<file path="src/rtl/deadline_timer_table_top_macros.svh">
// assertion macros shared by the timer table rtl
`ifndef DEADLINE_TIMER_TABLE_TOP_MACROS_SVH
`define DEADLINE_TIMER_TABLE_TOP_MACROS_SVH

// checked on every clock edge outside reset
`define DTT_ASSERT(lbl, prop, msg) \
   lbl: assert property (@(posedge clock) disable iff (reset) prop) else $error(msg);

// checked on every clock edge, reset included
`define DTT_ASSERT_ALWAYS(lbl, prop, msg) \
   lbl: assert property (@(posedge clock) prop) else $error(msg);

`endif

</file>
<file path="src/rtl/dtt_pkg.sv">
// shared constants, codes and types of the timer table
`default_nettype none
package dtt_pkg;

   localparam int NUM_TIMERS = 16;
   localparam int IDX_BITS   = 4;
   localparam int TIME_BITS  = 48;
   localparam int IVL_BITS   = 32;

   localparam logic [TIME_BITS-1:0] TIME_ONES    = '1;
   localparam logic [IVL_BITS-1:0]  WINDOW_RESET = 32'd3600000;

   // command codes
   localparam logic [2:0] CMD_ADD     = 3'd0;
   localparam logic [2:0] CMD_CANCEL  = 3'd1;
   localparam logic [2:0] CMD_REFRESH = 3'd2;
   localparam logic [2:0] CMD_RESET   = 3'd3;
   localparam logic [2:0] CMD_EXPIRE  = 3'd4;
   localparam logic [2:0] CMD_QUERY   = 3'd5;

   // result status codes
   localparam logic [1:0] ST_OK       = 2'd0;
   localparam logic [1:0] ST_INACTIVE = 2'd1;
   localparam logic [1:0] ST_FULL     = 2'd2;

   // datapath operations
   localparam logic [2:0] OP_NONE       = 3'd0;
   localparam logic [2:0] OP_LATCH      = 3'd1;
   localparam logic [2:0] OP_ADD_WR     = 3'd2;
   localparam logic [2:0] OP_CANCEL_WR  = 3'd3;
   localparam logic [2:0] OP_REFRESH_WR = 3'd4;
   localparam logic [2:0] OP_RST_START  = 3'd5;
   localparam logic [2:0] OP_RST_WR     = 3'd6;
   localparam logic [2:0] OP_EXP_PREV   = 3'd7;

   // scan modes
   localparam logic [1:0] SCAN_MIN_ACTIVE = 2'd0;
   localparam logic [1:0] SCAN_MIN_DUE    = 2'd1;
   localparam logic [1:0] SCAN_MARK       = 2'd2;

   // result kinds
   localparam logic [2:0] EMIT_ZERO   = 3'd0;
   localparam logic [2:0] EMIT_FULL   = 3'd1;
   localparam logic [2:0] EMIT_BAD    = 3'd2;
   localparam logic [2:0] EMIT_OK     = 3'd3;
   localparam logic [2:0] EMIT_NOTIFY = 3'd4;
   localparam logic [2:0] EMIT_EXP    = 3'd5;
   localparam logic [2:0] EMIT_QUERY  = 3'd6;

   typedef struct packed {
      logic [2:0] op;
      logic       scan_start;
      logic [1:0] scan_mode;
      logic       emit_en;
      logic [2:0] emit_kind;
   } ctrl_type;

   typedef struct packed {
      logic [2:0] cmd;
      logic       scan_busy;
      logic       full;
      logic       slot_ok;
      logic       no_change;
      logic       any_active;
      logic       any_due;
      logic       out_free;
   } stat_type;

   // saturating deadline sum
   function automatic logic [TIME_BITS-1:0] sat_add(input logic [TIME_BITS-1:0] a,
                                                    input logic [IVL_BITS-1:0] b);
      logic [TIME_BITS:0] s;
      s = {1'b0, a} + {{(TIME_BITS+1-IVL_BITS){1'b0}}, b};
      return s[TIME_BITS] ? TIME_ONES : s[TIME_BITS-1:0];
   endfunction

endpackage
`default_nettype wire

</file>
<file path="src/rtl/dtt_channels.sv">
// channel interfaces of the timer table: request, response, csr write
`default_nettype none
interface dtt_req_if;
   logic        valid;
   logic        ready;
   logic [2:0]  cmd;
   logic [3:0]  slot;
   logic [31:0] period_ms;
   logic        periodic;
   logic        restart_now;
   logic [47:0] now_ms;
   modport source (output valid, cmd, slot, period_ms, periodic, restart_now, now_ms,
                   input ready);
   modport sink (input valid, cmd, slot, period_ms, periodic, restart_now, now_ms,
                 output ready);
endinterface

interface dtt_rsp_if;
   logic        valid;
   logic        ready;
   logic [1:0]  status;
   logic [3:0]  timer_id;
   logic        expired;
   logic        wake_sched;
   logic [47:0] next_delay;
   logic        last;
   modport source (output valid, status, timer_id, expired, wake_sched, next_delay, last,
                   input ready);
   modport sink (input valid, status, timer_id, expired, wake_sched, next_delay, last,
                 output ready);
endinterface

interface dtt_csr_if;
   logic        valid;
   logic        ready;
   logic [31:0] data;
   modport source (output valid, data, input ready);
   modport sink (input valid, data, output ready);
endinterface
`default_nettype wire

</file>
<file path="src/rtl/dtt_datapath.sv">
// timer table storage, min-deadline scanner and response register
`default_nettype none
`include "deadline_timer_table_top_macros.svh"
module dtt_datapath (
   input  wire logic                          clock,
   input  wire logic                          reset,
   input  wire dtt_pkg::ctrl_type             ctrl,
   output dtt_pkg::stat_type                  stat,
   input  wire logic [2:0]                    req_cmd,
   input  wire logic [dtt_pkg::IDX_BITS-1:0]  req_slot,
   input  wire logic [dtt_pkg::IVL_BITS-1:0]  req_period_ms,
   input  wire logic                          req_periodic,
   input  wire logic                          req_restart_now,
   input  wire logic [dtt_pkg::TIME_BITS-1:0] req_now_ms,
   input  wire logic                          csr_valid,
   input  wire logic [dtt_pkg::IVL_BITS-1:0]  csr_data,
   input  wire logic                          rsp_ready,
   output logic                               rsp_valid,
   output logic [1:0]                         rsp_status,
   output logic [dtt_pkg::IDX_BITS-1:0]       rsp_timer_id,
   output logic                               rsp_expired,
   output logic                               rsp_wake_sched,
   output logic [dtt_pkg::TIME_BITS-1:0]      rsp_next_delay,
   output logic                               rsp_last
);
   import dtt_pkg::*;

   // latched request
   logic [2:0]           cmd_ff;
   logic [IDX_BITS-1:0]  tgt_ff;
   logic [IVL_BITS-1:0]  period_ff;
   logic                 periodic_ff;
   logic                 restart_now_ff;
   logic [TIME_BITS-1:0] now_ff;
   logic                 roll_ff;
   logic [TIME_BITS-1:0] start_ff;

   // table state
   logic [IVL_BITS-1:0]   window_ff;
   logic [TIME_BITS-1:0]  prev_ff;
   logic                  fn_ff;
   logic [NUM_TIMERS-1:0] active_ff;
   logic [NUM_TIMERS-1:0] rep_ff;
   logic [NUM_TIMERS-1:0] due_ff;
   logic [IVL_BITS-1:0]   ivl_ff [NUM_TIMERS];
   logic [TIME_BITS-1:0]  dl_ff [NUM_TIMERS];

   // scanner
   logic                 scan_run_ff;
   logic [IDX_BITS-1:0]  scan_idx_ff;
   logic [1:0]           scan_mode_ff;
   logic                 found_ff;
   logic [IDX_BITS-1:0]  best_ff;
   logic [TIME_BITS-1:0] best_dl_ff;
   logic                 any_act_ff;

   // response register
   logic                 rsp_valid_ff;
   logic [1:0]           rsp_status_ff;
   logic [IDX_BITS-1:0]  rsp_id_ff;
   logic                 rsp_exp_ff;
   logic                 rsp_front_ff;
   logic [TIME_BITS-1:0] rsp_delay_ff;
   logic                 rsp_last_ff;
   logic [1:0]           rsp_status_in;
   logic [IDX_BITS-1:0]  rsp_id_in;
   logic                 rsp_exp_in;
   logic                 rsp_front_in;
   logic [TIME_BITS-1:0] rsp_delay_in;
   logic                 rsp_last_in;

   logic [IDX_BITS-1:0]   free_idx;
   logic                  full;
   logic                  emit_exp;
   logic [IDX_BITS-1:0]   rd_idx;
   logic [TIME_BITS-1:0]  rd_dl;
   logic [IVL_BITS-1:0]   rd_ivl;
   logic                  rd_rep;
   logic                  rd_act;
   logic                  rd_due;
   logic [TIME_BITS-1:0]  sat_now_ivl;
   logic [TIME_BITS-1:0]  back_diff;
   logic                  roll_in;
   logic                  cand;
   logic                  take;
   logic                  notify;
   logic [NUM_TIMERS-1:0] due_rest;
   logic [TIME_BITS-1:0]  delay;
   logic                  out_free;

   // lowest free slot
   always_comb begin
      free_idx = '0;
      for (int i = NUM_TIMERS - 1; i >= 0; i--) begin
         if (!active_ff[i]) free_idx = IDX_BITS'(i);
      end
   end
   assign full = &active_ff;

   // single table read port
   assign emit_exp = ctrl.emit_en && (ctrl.emit_kind == EMIT_EXP);
   assign rd_idx   = scan_run_ff ? scan_idx_ff : (emit_exp ? best_ff : tgt_ff);
   assign rd_dl    = dl_ff[rd_idx];
   assign rd_ivl   = ivl_ff[rd_idx];
   assign rd_rep   = rep_ff[rd_idx];
   assign rd_act   = active_ff[rd_idx];
   assign rd_due   = due_ff[rd_idx];
   assign sat_now_ivl = sat_add(now_ff, rd_ivl);

   // clock rollback test on the incoming time
   assign back_diff = prev_ff - req_now_ms;
   assign roll_in   = (prev_ff > req_now_ms) &&
                      (back_diff > {{(TIME_BITS-IVL_BITS){1'b0}}, window_ff});

   // scanner compare
   assign cand = (scan_mode_ff == SCAN_MIN_DUE) ? rd_due : rd_act;
   assign take = cand && (!found_ff || (rd_dl < best_dl_ff));

   assign notify   = found_ff && (best_ff == tgt_ff) && !fn_ff;
   assign due_rest = due_ff & ~(NUM_TIMERS'(1) << best_ff);
   assign delay    = !found_ff ? TIME_ONES :
                     ((now_ff >= best_dl_ff) ? '0 : best_dl_ff - now_ff);
   assign out_free = !rsp_valid_ff || rsp_ready;

   // status to controller
   always_comb begin
      stat.cmd        = cmd_ff;
      stat.scan_busy  = scan_run_ff;
      stat.full       = full;
      stat.slot_ok    = active_ff[tgt_ff];
      stat.no_change  = (period_ff == rd_ivl) && !restart_now_ff;
      stat.any_active = any_act_ff;
      stat.any_due    = |due_ff;
      stat.out_free   = out_free;
   end

   // request capture and target slot
   always_ff @(posedge clock) begin
      if (ctrl.op == OP_LATCH) begin
         cmd_ff         <= req_cmd;
         tgt_ff         <= req_slot;
         period_ff      <= req_period_ms;
         periodic_ff    <= req_periodic;
         restart_now_ff <= req_restart_now;
         now_ff         <= req_now_ms;
         roll_ff        <= roll_in;
      end else if (ctrl.op == OP_ADD_WR) begin
         tgt_ff <= free_idx;
      end
   end

   // table payload writes, one slot per cycle
   always_ff @(posedge clock) begin
      unique case (ctrl.op)
         OP_ADD_WR: begin
            rep_ff[free_idx] <= periodic_ff;
            ivl_ff[free_idx] <= period_ff;
            dl_ff[free_idx]  <= sat_add(now_ff, period_ff);
         end
         OP_REFRESH_WR: dl_ff[tgt_ff] <= sat_now_ivl;
         OP_RST_START: start_ff <= restart_now_ff ? now_ff
                                   : rd_dl - {{(TIME_BITS-IVL_BITS){1'b0}}, rd_ivl};
         OP_RST_WR: begin
            ivl_ff[tgt_ff] <= period_ff;
            dl_ff[tgt_ff]  <= sat_add(start_ff, period_ff);
         end
         default: begin
            if (emit_exp && rd_rep) dl_ff[best_ff] <= sat_now_ivl;
         end
      endcase
   end

   // control state: active bits, notify flag, last time, window
   always_ff @(posedge clock) begin
      if (reset) begin
         active_ff <= '0;
         fn_ff     <= 1'b0;
         prev_ff   <= '0;
         window_ff <= WINDOW_RESET;
      end else begin
         if (csr_valid) window_ff <= csr_data;
         if (ctrl.op == OP_ADD_WR) active_ff[free_idx] <= 1'b1;
         if (ctrl.op == OP_CANCEL_WR) active_ff[tgt_ff] <= 1'b0;
         if (emit_exp && !rd_rep) active_ff[best_ff] <= 1'b0;
         if (ctrl.op == OP_EXP_PREV) prev_ff <= now_ff;
         if (ctrl.emit_en && ctrl.emit_kind == EMIT_NOTIFY && notify) fn_ff <= 1'b1;
         if (ctrl.emit_en && ctrl.emit_kind == EMIT_QUERY) fn_ff <= 1'b0;
      end
   end

   // sequential scan over all slots, one per cycle
   always_ff @(posedge clock) begin
      if (reset) begin
         scan_run_ff <= 1'b0;
         due_ff      <= '0;
      end else if (ctrl.scan_start) begin
         scan_run_ff <= 1'b1;
      end else if (scan_run_ff) begin
         if (scan_idx_ff == IDX_BITS'(NUM_TIMERS - 1)) scan_run_ff <= 1'b0;
         if (scan_mode_ff == SCAN_MARK)
            due_ff[scan_idx_ff] <= rd_act && (roll_ff || rd_dl <= now_ff);
      end else if (emit_exp) begin
         due_ff <= due_rest;
      end
   end

   always_ff @(posedge clock) begin
      if (ctrl.scan_start) begin
         scan_idx_ff  <= '0;
         scan_mode_ff <= ctrl.scan_mode;
         found_ff     <= 1'b0;
         any_act_ff   <= 1'b0;
      end else if (scan_run_ff) begin
         scan_idx_ff <= scan_idx_ff + 1'b1;
         any_act_ff  <= any_act_ff | rd_act;
         if (take && scan_mode_ff != SCAN_MARK) begin
            found_ff   <= 1'b1;
            best_ff    <= scan_idx_ff;
            best_dl_ff <= rd_dl;
         end
      end
   end

   // response register
   always_ff @(posedge clock) begin
      if (reset) rsp_valid_ff <= 1'b0;
      else if (ctrl.emit_en) rsp_valid_ff <= 1'b1;
      else if (rsp_ready) rsp_valid_ff <= 1'b0;
   end

   // next result fields by kind
   always_comb begin
      rsp_status_in = ST_OK;
      rsp_id_in     = '0;
      rsp_exp_in    = 1'b0;
      rsp_front_in  = 1'b0;
      rsp_delay_in  = '0;
      rsp_last_in   = 1'b1;
      unique case (ctrl.emit_kind)
         EMIT_FULL: rsp_status_in = ST_FULL;
         EMIT_BAD: begin
            rsp_status_in = ST_INACTIVE;
            rsp_id_in     = tgt_ff;
         end
         EMIT_OK: rsp_id_in = tgt_ff;
         EMIT_NOTIFY: begin
            rsp_id_in    = tgt_ff;
            rsp_front_in = notify;
         end
         EMIT_EXP: begin
            rsp_id_in   = best_ff;
            rsp_exp_in  = 1'b1;
            rsp_last_in = ~|due_rest;
         end
         EMIT_QUERY: rsp_delay_in = delay;
         default: rsp_last_in = 1'b1;
      endcase
   end

   always_ff @(posedge clock) begin
      if (ctrl.emit_en) begin
         rsp_status_ff <= rsp_status_in;
         rsp_id_ff     <= rsp_id_in;
         rsp_exp_ff    <= rsp_exp_in;
         rsp_front_ff  <= rsp_front_in;
         rsp_delay_ff  <= rsp_delay_in;
         rsp_last_ff   <= rsp_last_in;
      end
   end

   assign rsp_valid      = rsp_valid_ff;
   assign rsp_status     = rsp_status_ff;
   assign rsp_timer_id   = rsp_id_ff;
   assign rsp_expired    = rsp_exp_ff;
   assign rsp_wake_sched = rsp_front_ff;
   assign rsp_next_delay = rsp_delay_ff;
   assign rsp_last       = rsp_last_ff;

   `DTT_ASSERT(a_no_emit_while_scan, scan_run_ff |-> !ctrl.emit_en, "result during scan")
   `DTT_ASSERT(a_add_sets_active, $past(ctrl.op == OP_ADD_WR) |-> active_ff[tgt_ff],
               "added slot not active")
   `DTT_ASSERT(a_exp_slot_due, emit_exp |-> (due_ff[best_ff] && found_ff),
               "expired slot not due")
   `DTT_ASSERT(a_query_clears_front, (ctrl.emit_en && ctrl.emit_kind == EMIT_QUERY) |=> !fn_ff,
               "query left front flag set")
   `DTT_ASSERT_ALWAYS(a_reset_idle, reset |=> (!scan_run_ff && !rsp_valid_ff),
                      "reset left scan or response busy")
endmodule
`default_nettype wire

</file>
<file path="src/rtl/dtt_ctrl.sv">
// command sequencer of the timer table
`default_nettype none
module dtt_ctrl (
   input  wire logic              clock,
   input  wire logic              reset,
   input  wire logic              req_valid,
   output logic                   req_ready,
   input  wire dtt_pkg::stat_type stat,
   output dtt_pkg::ctrl_type      ctrl
);
   import dtt_pkg::*;

   localparam logic [3:0] S_IDLE     = 4'd0;
   localparam logic [3:0] S_DISP     = 4'd1;
   localparam logic [3:0] S_RST_WR   = 4'd2;
   localparam logic [3:0] S_NOTE     = 4'd3;
   localparam logic [3:0] S_MARK     = 4'd4;
   localparam logic [3:0] S_SEL      = 4'd5;
   localparam logic [3:0] S_EXP_EMIT = 4'd6;
   localparam logic [3:0] S_EXP_CHK  = 4'd7;
   localparam logic [3:0] S_QUERY    = 4'd8;
   localparam logic [3:0] S_EMIT     = 4'd9;

   logic [3:0] state_ff, state_in;
   logic [2:0] kind_ff, kind_in;

   assign req_ready = (state_ff == S_IDLE);

   always_comb begin
      state_in = state_ff;
      kind_in  = kind_ff;
      ctrl     = '0;
      unique case (state_ff)
         S_IDLE: begin
            if (req_valid) begin
               ctrl.op  = OP_LATCH;
               state_in = S_DISP;
            end
         end
         // decode the latched command
         S_DISP: begin
            state_in = S_EMIT;
            unique case (stat.cmd)
               CMD_ADD: begin
                  if (stat.full) kind_in = EMIT_FULL;
                  else begin
                     ctrl.op         = OP_ADD_WR;
                     ctrl.scan_start = 1'b1;
                     ctrl.scan_mode  = SCAN_MIN_ACTIVE;
                     state_in        = S_NOTE;
                  end
               end
               CMD_CANCEL, CMD_REFRESH: begin
                  if (stat.slot_ok) begin
                     ctrl.op = (stat.cmd == CMD_CANCEL) ? OP_CANCEL_WR : OP_REFRESH_WR;
                     kind_in = EMIT_OK;
                  end else kind_in = EMIT_BAD;
               end
               CMD_RESET: begin
                  if (!stat.slot_ok) kind_in = EMIT_BAD;
                  else if (stat.no_change) kind_in = EMIT_OK;
                  else begin
                     ctrl.op  = OP_RST_START;
                     state_in = S_RST_WR;
                  end
               end
               CMD_EXPIRE: begin
                  ctrl.scan_start = 1'b1;
                  ctrl.scan_mode  = SCAN_MARK;
                  state_in        = S_MARK;
               end
               CMD_QUERY: begin
                  ctrl.scan_start = 1'b1;
                  ctrl.scan_mode  = SCAN_MIN_ACTIVE;
                  state_in        = S_QUERY;
               end
               default: kind_in = EMIT_ZERO;
            endcase
         end
         S_RST_WR: begin
            ctrl.op         = OP_RST_WR;
            ctrl.scan_start = 1'b1;
            ctrl.scan_mode  = SCAN_MIN_ACTIVE;
            state_in        = S_NOTE;
         end
         S_NOTE: begin
            if (!stat.scan_busy) begin
               kind_in  = EMIT_NOTIFY;
               state_in = S_EMIT;
            end
         end
         // due bits marked: decide whether anything expires
         S_MARK: begin
            if (!stat.scan_busy) begin
               if (!stat.any_active) begin
                  kind_in  = EMIT_ZERO;
                  state_in = S_EMIT;
               end else begin
                  ctrl.op = OP_EXP_PREV;
                  if (stat.any_due) begin
                     ctrl.scan_start = 1'b1;
                     ctrl.scan_mode  = SCAN_MIN_DUE;
                     state_in        = S_SEL;
                  end else begin
                     kind_in  = EMIT_ZERO;
                     state_in = S_EMIT;
                  end
               end
            end
         end
         S_SEL: begin
            if (!stat.scan_busy) state_in = S_EXP_EMIT;
         end
         S_EXP_EMIT: begin
            if (stat.out_free) begin
               ctrl.emit_en   = 1'b1;
               ctrl.emit_kind = EMIT_EXP;
               state_in       = S_EXP_CHK;
            end
         end
         S_EXP_CHK: begin
            if (stat.any_due) begin
               ctrl.scan_start = 1'b1;
               ctrl.scan_mode  = SCAN_MIN_DUE;
               state_in        = S_SEL;
            end else state_in = S_IDLE;
         end
         S_QUERY: begin
            if (!stat.scan_busy) begin
               kind_in  = EMIT_QUERY;
               state_in = S_EMIT;
            end
         end
         S_EMIT: begin
            if (stat.out_free) begin
               ctrl.emit_en   = 1'b1;
               ctrl.emit_kind = kind_ff;
               state_in       = S_IDLE;
            end
         end
         default: state_in = S_IDLE;
      endcase
   end

   always_ff @(posedge clock) begin
      if (reset) state_ff <= S_IDLE;
      else state_ff <= state_in;
   end

   always_ff @(posedge clock) begin
      kind_ff <= kind_in;
   end
endmodule
`default_nettype wire

</file>
<file path="src/rtl/deadline_timer_table_top.sv">
// top level of the deadline timer table
`default_nettype none
// Table of sixteen one-shot or periodic millisecond timers driven by commands
// (add, cancel, refresh, reset, expire, query). One command is taken at a time;
// req is ready only when the previous command has finished. Add and reset, when
// they write a slot, and query wait on a one-slot-per-cycle scan for the earliest
// deadline; cancel, refresh and unknown codes do not scan. Expire runs a marking
// scan of all slots, then one selection scan per expired timer, emitted in
// deadline order. Results sit in an output register, so a stalled rsp only holds
// the block at the next result. The csr write port is always ready and should be
// used while idle.
module deadline_timer_table_top (
   input wire logic clock,
   input wire logic reset,
   dtt_req_if.sink   req_ch,
   dtt_rsp_if.source rsp_ch,
   dtt_csr_if.sink   csr_ch
);
   import dtt_pkg::*;

   ctrl_type ctrl;
   stat_type stat;

   assign csr_ch.ready = 1'b1;

   dtt_ctrl u_ctrl (
      .clock     (clock),
      .reset     (reset),
      .req_valid (req_ch.valid),
      .req_ready (req_ch.ready),
      .stat      (stat),
      .ctrl      (ctrl)
   );

   dtt_datapath u_datapath (
      .clock           (clock),
      .reset           (reset),
      .ctrl            (ctrl),
      .stat            (stat),
      .req_cmd         (req_ch.cmd),
      .req_slot        (req_ch.slot),
      .req_period_ms   (req_ch.period_ms),
      .req_periodic    (req_ch.periodic),
      .req_restart_now (req_ch.restart_now),
      .req_now_ms      (req_ch.now_ms),
      .csr_valid       (csr_ch.valid),
      .csr_data        (csr_ch.data),
      .rsp_ready       (rsp_ch.ready),
      .rsp_valid       (rsp_ch.valid),
      .rsp_status      (rsp_ch.status),
      .rsp_timer_id    (rsp_ch.timer_id),
      .rsp_expired     (rsp_ch.expired),
      .rsp_wake_sched  (rsp_ch.wake_sched),
      .rsp_next_delay  (rsp_ch.next_delay),
      .rsp_last        (rsp_ch.last)
   );
endmodule
`default_nettype wire
</file>
<file path="src/flat_wrapper.sv">
// flat-port wrapper written by rule: the top's interface ports become plain ports
module deadline_timer_table_top_flat import dtt_pkg::*;
  (clock, reset, req_ch_valid, req_ch_cmd, req_ch_slot, req_ch_period_ms, req_ch_periodic, req_ch_restart_now, req_ch_now_ms, req_ch_ready, rsp_ch_valid, rsp_ch_status, rsp_ch_timer_id, rsp_ch_expired, rsp_ch_wake_sched, rsp_ch_next_delay, rsp_ch_last, rsp_ch_ready, csr_ch_valid, csr_ch_data, csr_ch_ready);
  dtt_req_if req_ch_i ();
  dtt_rsp_if rsp_ch_i ();
  dtt_csr_if csr_ch_i ();
  input wire logic clock;
  input wire logic reset;
  input wire logic [$bits(req_ch_i.valid)-1:0] req_ch_valid;
  input wire logic [$bits(req_ch_i.cmd)-1:0] req_ch_cmd;
  input wire logic [$bits(req_ch_i.slot)-1:0] req_ch_slot;
  input wire logic [$bits(req_ch_i.period_ms)-1:0] req_ch_period_ms;
  input wire logic [$bits(req_ch_i.periodic)-1:0] req_ch_periodic;
  input wire logic [$bits(req_ch_i.restart_now)-1:0] req_ch_restart_now;
  input wire logic [$bits(req_ch_i.now_ms)-1:0] req_ch_now_ms;
  output wire logic [$bits(req_ch_i.ready)-1:0] req_ch_ready;
  output wire logic [$bits(rsp_ch_i.valid)-1:0] rsp_ch_valid;
  output wire logic [$bits(rsp_ch_i.status)-1:0] rsp_ch_status;
  output wire logic [$bits(rsp_ch_i.timer_id)-1:0] rsp_ch_timer_id;
  output wire logic [$bits(rsp_ch_i.expired)-1:0] rsp_ch_expired;
  output wire logic [$bits(rsp_ch_i.wake_sched)-1:0] rsp_ch_wake_sched;
  output wire logic [$bits(rsp_ch_i.next_delay)-1:0] rsp_ch_next_delay;
  output wire logic [$bits(rsp_ch_i.last)-1:0] rsp_ch_last;
  input wire logic [$bits(rsp_ch_i.ready)-1:0] rsp_ch_ready;
  input wire logic [$bits(csr_ch_i.valid)-1:0] csr_ch_valid;
  input wire logic [$bits(csr_ch_i.data)-1:0] csr_ch_data;
  output wire logic [$bits(csr_ch_i.ready)-1:0] csr_ch_ready;
  assign req_ch_i.valid = req_ch_valid;
  assign req_ch_i.cmd = req_ch_cmd;
  assign req_ch_i.slot = req_ch_slot;
  assign req_ch_i.period_ms = req_ch_period_ms;
  assign req_ch_i.periodic = req_ch_periodic;
  assign req_ch_i.restart_now = req_ch_restart_now;
  assign req_ch_i.now_ms = req_ch_now_ms;
  assign req_ch_ready = req_ch_i.ready;
  assign rsp_ch_valid = rsp_ch_i.valid;
  assign rsp_ch_status = rsp_ch_i.status;
  assign rsp_ch_timer_id = rsp_ch_i.timer_id;
  assign rsp_ch_expired = rsp_ch_i.expired;
  assign rsp_ch_wake_sched = rsp_ch_i.wake_sched;
  assign rsp_ch_next_delay = rsp_ch_i.next_delay;
  assign rsp_ch_last = rsp_ch_i.last;
  assign rsp_ch_i.ready = rsp_ch_ready;
  assign csr_ch_i.valid = csr_ch_valid;
  assign csr_ch_i.data = csr_ch_data;
  assign csr_ch_ready = csr_ch_i.ready;
  deadline_timer_table_top u_core (.clock(clock), .reset(reset), .req_ch(req_ch_i), .rsp_ch(rsp_ch_i), .csr_ch(csr_ch_i));
endmodule
</file>
<file path="config.mk">
export PLATFORM = sky130hd
export DESIGN_NAME = deadline_timer_table_top_flat
export DESIGN_NICKNAME = d
export VERILOG_FILES = /design/src/rtl/dtt_pkg.sv /design/src/rtl/dtt_channels.sv /design/src/rtl/dtt_datapath.sv /design/src/rtl/dtt_ctrl.sv /design/src/rtl/deadline_timer_table_top.sv /design/src/flat_wrapper.sv
export VERILOG_INCLUDE_DIRS = /design/src /design/src/rtl
export SDC_FILE = /design/constraint.sdc
export NUM_CORES = 2
export LEC_CHECK = 0
export BUFFER_PORTS_ARGS = -buffer_cell sky130_fd_sc_hd__buf_2
export CAP_MARGIN = 20
export CORE_MARGIN = 5
export CORE_UTILIZATION = 45
export DETAILED_ROUTE_END_ITERATION = 10
export PLACE_DENSITY = 0.65
export REMOVE_ABC_BUFFERS = 1
export SLEW_MARGIN = 10
export SYNTH_ARGS = -nofsm -noshare
export SYNTH_HDL_FRONTEND = slang
export SYNTH_SLANG_ARGS = --single-unit
</file>
<file path="constraint.sdc">
create_clock -name clock -period 11.98 [get_ports clock]
set_clock_uncertainty 0.15 [all_clocks]
set_input_delay 0.599 -clock clock [delete_from_list [all_inputs] [get_ports clock]]
set_output_delay 0.599 -clock clock [all_outputs]
set_load 0.02 [all_outputs]
</file>
=== Word-level counts from Yosys, hierarchy flattened ===
Memories as Yosys holds them, arrays and structs flattened.
Cells that the tools add are included.

* Output and inout port bits: 60
* Memories: 2
* Register bits: 393
* Memory bits (writable): 1280
* Word-level logic and storage cells: 280
* Input bits: 126

* Eq/ne operators: 46
* Order comparisons: 14
* Bitwise operators: 10
* Add/subtract/negate cells: 7
* Shift-type cells: 1
* Multiplexer cells: 121
* Reduce and logical (&&, ||, !) cells: 49

{| class="wikitable"
|+ Memories
! memory !! words !! bits a word !! rd ports !! clocked after memory_dff !! wr ports !! line !! text
|-
| u_core.u_datapath.dl_ff || 16 || 48 || 1 || 0 || 1 || dtt_datapath.sv:46 || <nowiki>logic [TIME_BITS-1:0] dl_ff [NUM_TIMERS];</nowiki>
|-
| u_core.u_datapath.ivl_ff || 16 || 32 || 1 || 0 || 1 || dtt_datapath.sv:45 || <nowiki>logic [IVL_BITS-1:0] ivl_ff [NUM_TIMERS];</nowiki>
|}

{| class="wikitable"
|+ Operator list
! kind !! number
|-
| $mux 48 || 9
|-
| $add 48x32->49 || 3
|-
| $mux 4 || 36
|-
| $mux 16 || 8
|-
| $reduce_or 48->1 || 2
|-
| $sub 48x48->48 || 2
|-
| $and 16x16->16 || 3
|-
| $ge 48x48->1 || 1
|-
| $gt 48x32->1 || 1
|-
| $gt 48x48->1 || 1
|-
| $le 48x48->1 || 1
|-
| $lt 48x48->1 || 1
|-
| $not 16->16 || 3
|-
| $pmux 3 s4 || 4
|-
| $sub 48x32->48 || 1
|-
| $mux 3 || 14
|-
| $pmux 4 s9 || 1
|-
| $bwmux 16 || 2
|-
| $eq 32x32->1 || 1
|-
| $mux 32 || 1
|-
| $reduce_or 16->1 || 2
|-
| $reduce_or 32->1 || 1
|-
| $mux 1 || 29
|-
| $eq 3x3->1 const B || 9
|-
| other kinds (43) || 112
|}

=== Depth between registers and ports, before layout ===
* Word-level depth: 28
* Depth in mapped cells: 35
* Depth with buffers taken out: 28

=== Hierarchy ===
A second synthesis with hierarchy kept.

* Cells, all modules: 7943
* Area, all modules: 85736.0 µm²

{| class="wikitable"
|+ By module, submodules not included
! module !! cells each !! area each (µm²) !! times used
|-
| dtt_datapath || 7830 || 84932.7 || 1
|-
| dtt_ctrl || 111 || 792.0 || 1
|-
| deadline_timer_table_top || 2 || 11.3 || 1
|}

=== Least setup slack after synthesis ===
No wires, ideal clock.

* Path kind: input port to flip-flop
* From: input rsp_ch_ready
* To: register u_core.u_datapath.best_dl_ff[0] (enable)
* Path buffers: 11
* Data required time: 11337 ps
* Stages on the path: 33
* Arrival time: 8023 ps
* Slack: 3314 ps
* Path through: nor2b_1 a21oi_2 buf_6 and3_4 buf_6 nor3_4 buf_6 buf_6 buf_6 buf_2 buf_2 buf_2 buf_2 buf_2 buf_1 nand2_1 nand3_1 nand3_1 a31oi_1 ha_1 a21o_1 a21o_1 a21oi_1 nor2b_1 o21ai_0 nand2b_1 a21oi_1 nor2b_1 o21ai_0 o21ai_0 o21ai_0 nand3_1 a31oi_1

* Word-level cells in the longest chain between the ends: 13

{| class="wikitable"
|+ RTL lines
! what !! line !! text
|-
| start: declaration || flat_wrapper.sv:24 || <nowiki>input wire logic [$bits(rsp_ch_i.ready)-1:0] rsp_ch_ready;</nowiki>
|-
| $logic_or 1x1->1 * || dtt_datapath.sv:123 || <nowiki>assign out_free = !rsp_valid_ff || rsp_ready;</nowiki>
|-
| $mux 4 (on tied branches) || dtt_ctrl.sv:135, dtt_ctrl.sv:115 ||
|-
| $pmux 4 s2 * || dtt_ctrl.sv:33 || <nowiki>unique case (state_ff)</nowiki>
|-
| $eq 3x3->1 || dtt_datapath.sv:101 || <nowiki>assign emit_exp = ctrl.emit_en && (ctrl.emit_kind == EMIT_EXP);</nowiki>
|-
| $logic_and 1x1->1 * || dtt_datapath.sv:101 ||
|-
| $mux 4 * (2 in a row) || dtt_datapath.sv:102 || <nowiki>assign rd_idx = scan_run_ff ? scan_idx_ff : (emit_exp ? best_ff : tgt_ff);</nowiki>
|-
| $mem_v2 16x48 * || - ||
|-
| net u_core.u_datapath.rd_dl[25] || dtt_datapath.sv:76 || <nowiki>logic [TIME_BITS-1:0] rd_dl;</nowiki>
|-
| $lt 48x48->1 * || dtt_datapath.sv:117 || <nowiki>assign take = cand && (!found_ff || (rd_dl < best_dl_ff));</nowiki>
|-
| $logic_or 1x1->1 * || dtt_datapath.sv:117 ||
|-
| $logic_and 1x1->1 * || dtt_datapath.sv:117 ||
|-
| $logic_and 1x1->1 * || dtt_datapath.sv:216 || <nowiki>if (take && scan_mode_ff != SCAN_MARK) begin</nowiki>
|-
| $reduce_and 3->1 (no line) * || - ||
|-
| end signal: assignment || dtt_datapath.sv:219 || <nowiki>best_dl_ff <= rd_dl;</nowiki>
|-
| end: declaration || dtt_datapath.sv:54 || <nowiki>logic [TIME_BITS-1:0] best_dl_ff;</nowiki>
|}

The timed path passes the listed nets; every way through them passes the cells marked *. The select of a mux whose other input is x is not followed.
A chain may end at the register's enable or synchronous reset.

=== Final worst setup path ===
* From: register u_core.u_ctrl.state_ff[2]
* To: register u_core.u_datapath.start_ff[39] (data pin)

* Word-level cells in the longest chain between the ends: 9

{| class="wikitable"
|+ RTL lines
! what !! line !! text
|-
| start: declaration || dtt_ctrl.sv:24 || <nowiki>logic [3:0] state_ff, state_in;</nowiki>
|-
| start signal: assignment || dtt_ctrl.sv:147 || <nowiki>else state_ff <= state_in;</nowiki>
|-
| $eq 4x4->1 or $eq 4x3->1 (tied branches) || dtt_ctrl.sv:33 ||
|-
| $pmux 4 s2 * || dtt_ctrl.sv:33 ||
|-
| $eq 3x3->1 || dtt_datapath.sv:101 ||
|-
| $logic_and 1x1->1 * || dtt_datapath.sv:101 ||
|-
| $mux 4 * (2 in a row) || dtt_datapath.sv:102 ||
|-
| $mem_v2 16x48 * || - ||
|-
| net u_core.u_datapath.rd_dl[16] || dtt_datapath.sv:76 ||
|-
| $sub 48x32->48 * || dtt_datapath.sv:162 || <nowiki>: rd_dl - {{(TIME_BITS-IVL_BITS){1'b0}}, rd_ivl};</nowiki>
|-
| $mux 48 * || dtt_datapath.sv:161 || <nowiki>OP_RST_START: start_ff <= restart_now_ff ? now_ff</nowiki>
|-
| end signal: assignment || dtt_datapath.sv:161 ||
|-
| end: declaration || dtt_datapath.sv:36 || <nowiki>logic [TIME_BITS-1:0] start_ff;</nowiki>
|}

The timed path passes the listed nets; every way through them passes the cells marked *.

==> impl_metrics.csv <==
group,metric,value,unit
min_path,hp-class,"in2reg",
clock_tree,cts_max_path_buffers,3,
critical_path,crit_path_max_incr_delay,0.83,ns
timing,fin_crit,10.03,ns
route,drtAntennaViolNets,0,
route,via_per_inst,6.17,
pwr,switching_share,0.457,
pwr,p_int,16100,µW
yosys,ys_async_sr_fraction,0,
yosys,ys_warn_count,0,
clock_tree,cts-buffers-inserted,174,
timing,worst_pin_slew,1.20,ns
global_route,grt_pass1_vias,62800,
floorplan,die_h,447,µm
pwr,power_frac_comb,0.549,
yosys,syn-cell-area,85900,µm²
floorplan,die_width,447,µm
yosys,ys_types,107,
critical_path,worstSetupPathType,"reg2reg",
yosys,synth_edf_count,1548,
placed_design,hpwl,193,mm
timing,slew_violations,0,
route,drc,0,
global_route,globalRouteTotalUtil,0.284,
critical_path,cp_top_family,"compound AO/OA/AOI/OAI gates",
timing,fin_crit_sh,0.837,
pwr,p_clk_frac,0.188,
floorplan,start_util,0.452,
critical_path,start_kind,"register",
clock_tree,h-tree-depth,4,
global_route,overflow,0,
route,dr.pass1.iters,6,
floorplan,rows,160,
timing,slew_headroom,0.195,
clock_tree,cts.sinks,1673,
route,drt-total-wl,293,mm
yosys,synth_area_per_cell,11.0,µm²
clock_tree,cts_setup_buffers,0,
yosys,synth-seq-area-share,0.570,
clock_tree,clk_latency,0.84,ns
timing,finalHoldViolCount,0,
global_route,grt_pass1_wl,421,mm
critical_path,slowest_stage,"a31oi_1",
critical_path,crit_path_max_fanout,151,
critical_path,crit_path_end_kind,"register",
route,avgRoutedWirePerCell,27.3,µm
pwr,seq_power_share,0.263,
final_layout,fin_util,0.512,
placed_design,gp_congestion,0.985,
critical_path,cp.arrival,10.42,ns
pwr,p_switching,13600,µW
timing,timing.setup.tns,0,ns
floorplan,dieArea,200000,µm²
clock_tree,cts_tree,"done",
global_route,grt_max_degree,159,
status,status,"finished clean",
floorplan,io_pins,186,
timing,grt_setup_unrepaired,"no",
pwr,power_density,306,nW/µm²
pwr,vdd_drop_max,246,µV
critical_path,crit_buf_inv,3,
timing,hold_slack,0.122,ns
clock_tree,clock-root-buffer,"clkbuf_16",
global_route,antenna_found_initial,12,
pwr,p_total,29700,µW
yosys,synth.ff_latch_count,1673,
critical_path,cp.required,12.37,ns
floorplan,core-area,190000,µm²
pwr,p_leak,0.0362,µW
final_layout,final_nets,8575,
route,num_vias,66300,
timing,setup_violations,0,
yosys,ys.flop_type,"edfxtp_1",
critical_path,path_cells,"and4bb_4 -> a21oi_2 -> nand3_1 -> nand3_4 -> buf_4 -> buf_12 -> buf_4 -> nand2_1 -> nand3_1 -> and3_1 -> a211oi_1 -> a31oi_1 -> ha_1 -> and3_1 -> a2111oi_0 -> o31ai_1 -> o211a_1 -> a31o_2 -> nor3b_2 -> nor2b_1 -> xnor2_1 -> o21ai_0",
placed_design,io_buffers,184,
final_layout,drive_above_1_share,0.101,
route,drtIter0Drc,7287,
final_layout,area_growth,13.1,%
timing,fmax,99.7,MHz
clock_tree,clkTransAtPathRegs,0.06,ns
yosys,syn_inst,7810,
run,drv_cap,0,
[Yosys cell counts, drive strengths merged, types with 16 or more instances]
| master | n | area, µm² |
|---|---|---|
| edfxtp | 1548 | 46500 |
| o211ai | 67 | 508 |
| ha | 355 | 4440 |
| mux4 | 21 | 480 |
| and3 | 180 | 1130 |
| and2 | 29 | 181 |
| nor3 | 98 | 544 |
| a21o | 141 | 1060 |
| inv | 315 | 1180 |
| a211oi | 168 | 1280 |
| o2111ai | 16 | 140 |
| nand3 | 542 | 2720 |
| o21ai | 323 | 1620 |
| nand2 | 1286 | 4830 |
| o31ai | 52 | 390 |
| dfxtp | 125 | 2500 |
| o31a | 20 | 175 |
| xnor2 | 156 | 1370 |
| nor2b | 59 | 369 |
| mux2 | 22 | 248 |
| a221oi | 20 | 175 |
| a211o | 17 | 149 |
| nand4 | 87 | 544 |
| o22ai | 26 | 163 |
| nor4 | 46 | 300 |
| o21bai | 25 | 188 |
| a2111oi | 46 | 403 |
| buf | 191 | 1140 |
| or2 | 42 | 263 |
| a311oi | 22 | 193 |
| a21oi | 427 | 2150 |
| a31oi | 134 | 853 |
| clkbuf | 217 | 815 |
| a31o | 17 | 158 |
| xor2 | 83 | 727 |
| or3 | 36 | 225 |
| nor2 | 338 | 1280 |
| o21a | 55 | 413 |
| nand2b | 80 | 500 |
| a21boi | 19 | 158 |
| mux2i | 169 | 1690 |
[power by group through the flow]
stage	clock, µW	sequential, µW	combinational, µW
after floorplan	0	7970	10900
final	5590	7810	16300
after detailed placement	0	7930	15900
after CTS	5660	7810	16100
after global placement	0	7930	15800
after global routing	5920	7820	17500
[final timing paths]
path | startpoint | slack, ns | endpoint | cells past startpoint
hold reg to reg | u_core.u_datapath.prev_ff[0] | 0.31 | u_core.u_datapath.prev_ff[0] | 2
setup reg to reg | u_core.u_ctrl.state_ff[2] | 1.95 | u_core.u_datapath.start_ff[39] | 22
hold / removal | reset | 0.12 | u_core.u_datapath.prev_ff[1] | 2
setup / recovery | u_core.u_ctrl.state_ff[2] | 1.95 | u_core.u_datapath.start_ff[39] | 22
[logic make-up (layout without fill, tap and decap cells)]
family,count (synthesis),in the layout,share of synthesized area
xor gates and xnor gates,239,239,0.0244
AOI/OAI and AO/OA,1713,1713,0.131
other,1,5,0.0000437
buffers and inverters,725,1146,0.0366
and+or+nand+nor,2886,2886,0.156
muxes,212,212,0.0282
adders and majority gates,361,361,0.0531
DFF,1673,1673,0.570
[final cells by class]
cell class	count	area, µm²
diodes	4	10.0
clock buffers	200	4480
clock inverters	119	1430
fillers	16700	92800
inverters	317	1190
multi-input cells	5412	34100
flip-flops and latches	1673	49000
well taps	2511	3140
repair buffers	510	3810
[flip-flops by register name (all words and copies together) (netlist names), 16 cells and up]
signal and flops:
u_core.u_datapath.now_ff 48, u_core.u_datapath.start_ff 48, u_core.u_datapath.active_ff 16, u_core.u_datapath.dl_ff 768, u_core.u_datapath.window_ff 32, u_core.u_datapath.prev_ff 48, u_core.u_datapath.period_ff 32, u_core.u_datapath.rsp_next_delay 48
u_core.u_datapath.best_dl_ff 48, u_core.u_datapath.rep_ff 16, u_core.u_datapath.due_ff 16, u_core.u_datapath.ivl_ff 512
[cells in the final DEF (no fill, tap or decap), types with 169 or more instances in the layout]
master and instances:
nand2_1 1285, and3_1 179, ha_1 355, clkbuf_16 175, buf_4 193, mux2i_1 169, a21oi_1 424, nand3_1 537
o21ai_0 308, inv_1 315, edfxtp_1 1548, nor2_1 314, buf_2 183
[layer usage]
metal	global-route usage	vias up	routed length, µm	share of wire
li1	-	29700	-	-
met1	0.375	32600	116000	0.40
met2	0.460	3257	137000	0.47
met3	0.0447	675	24600	0.084
met4	0.138	4	16100	0.055
met5	0	-	27	0.000092
[through the flow]
| step | setup WS (ns) | instances | area, µm² |
|---|---|---|---|
| 2_1_floorplan | -6.31 | 7402 | 83900 |
| 3_3_place_gp | 2.47 | 10300 | 89900 |
| 3_5_place_dp | 2.25 | 10300 | 90000 |
| 4_1_cts | 2.20 | 10700 | 97100 |
| 5_1_grt | 1.48 | 10700 | 97200 |
| 6_report | 1.95 | 10700 | 97200 |
[repair_timing]
| item | CTS | global route |
|---|---|---|
| endpoints found under the setup margin | 0 | 0 |
| hold endpoints to repair | 121 | 0 |
| gates resized for setup | 0 | 0 |
| hold buffers | 121 | 0 |
No activity file was read; power rests on OpenSTA's default activity.
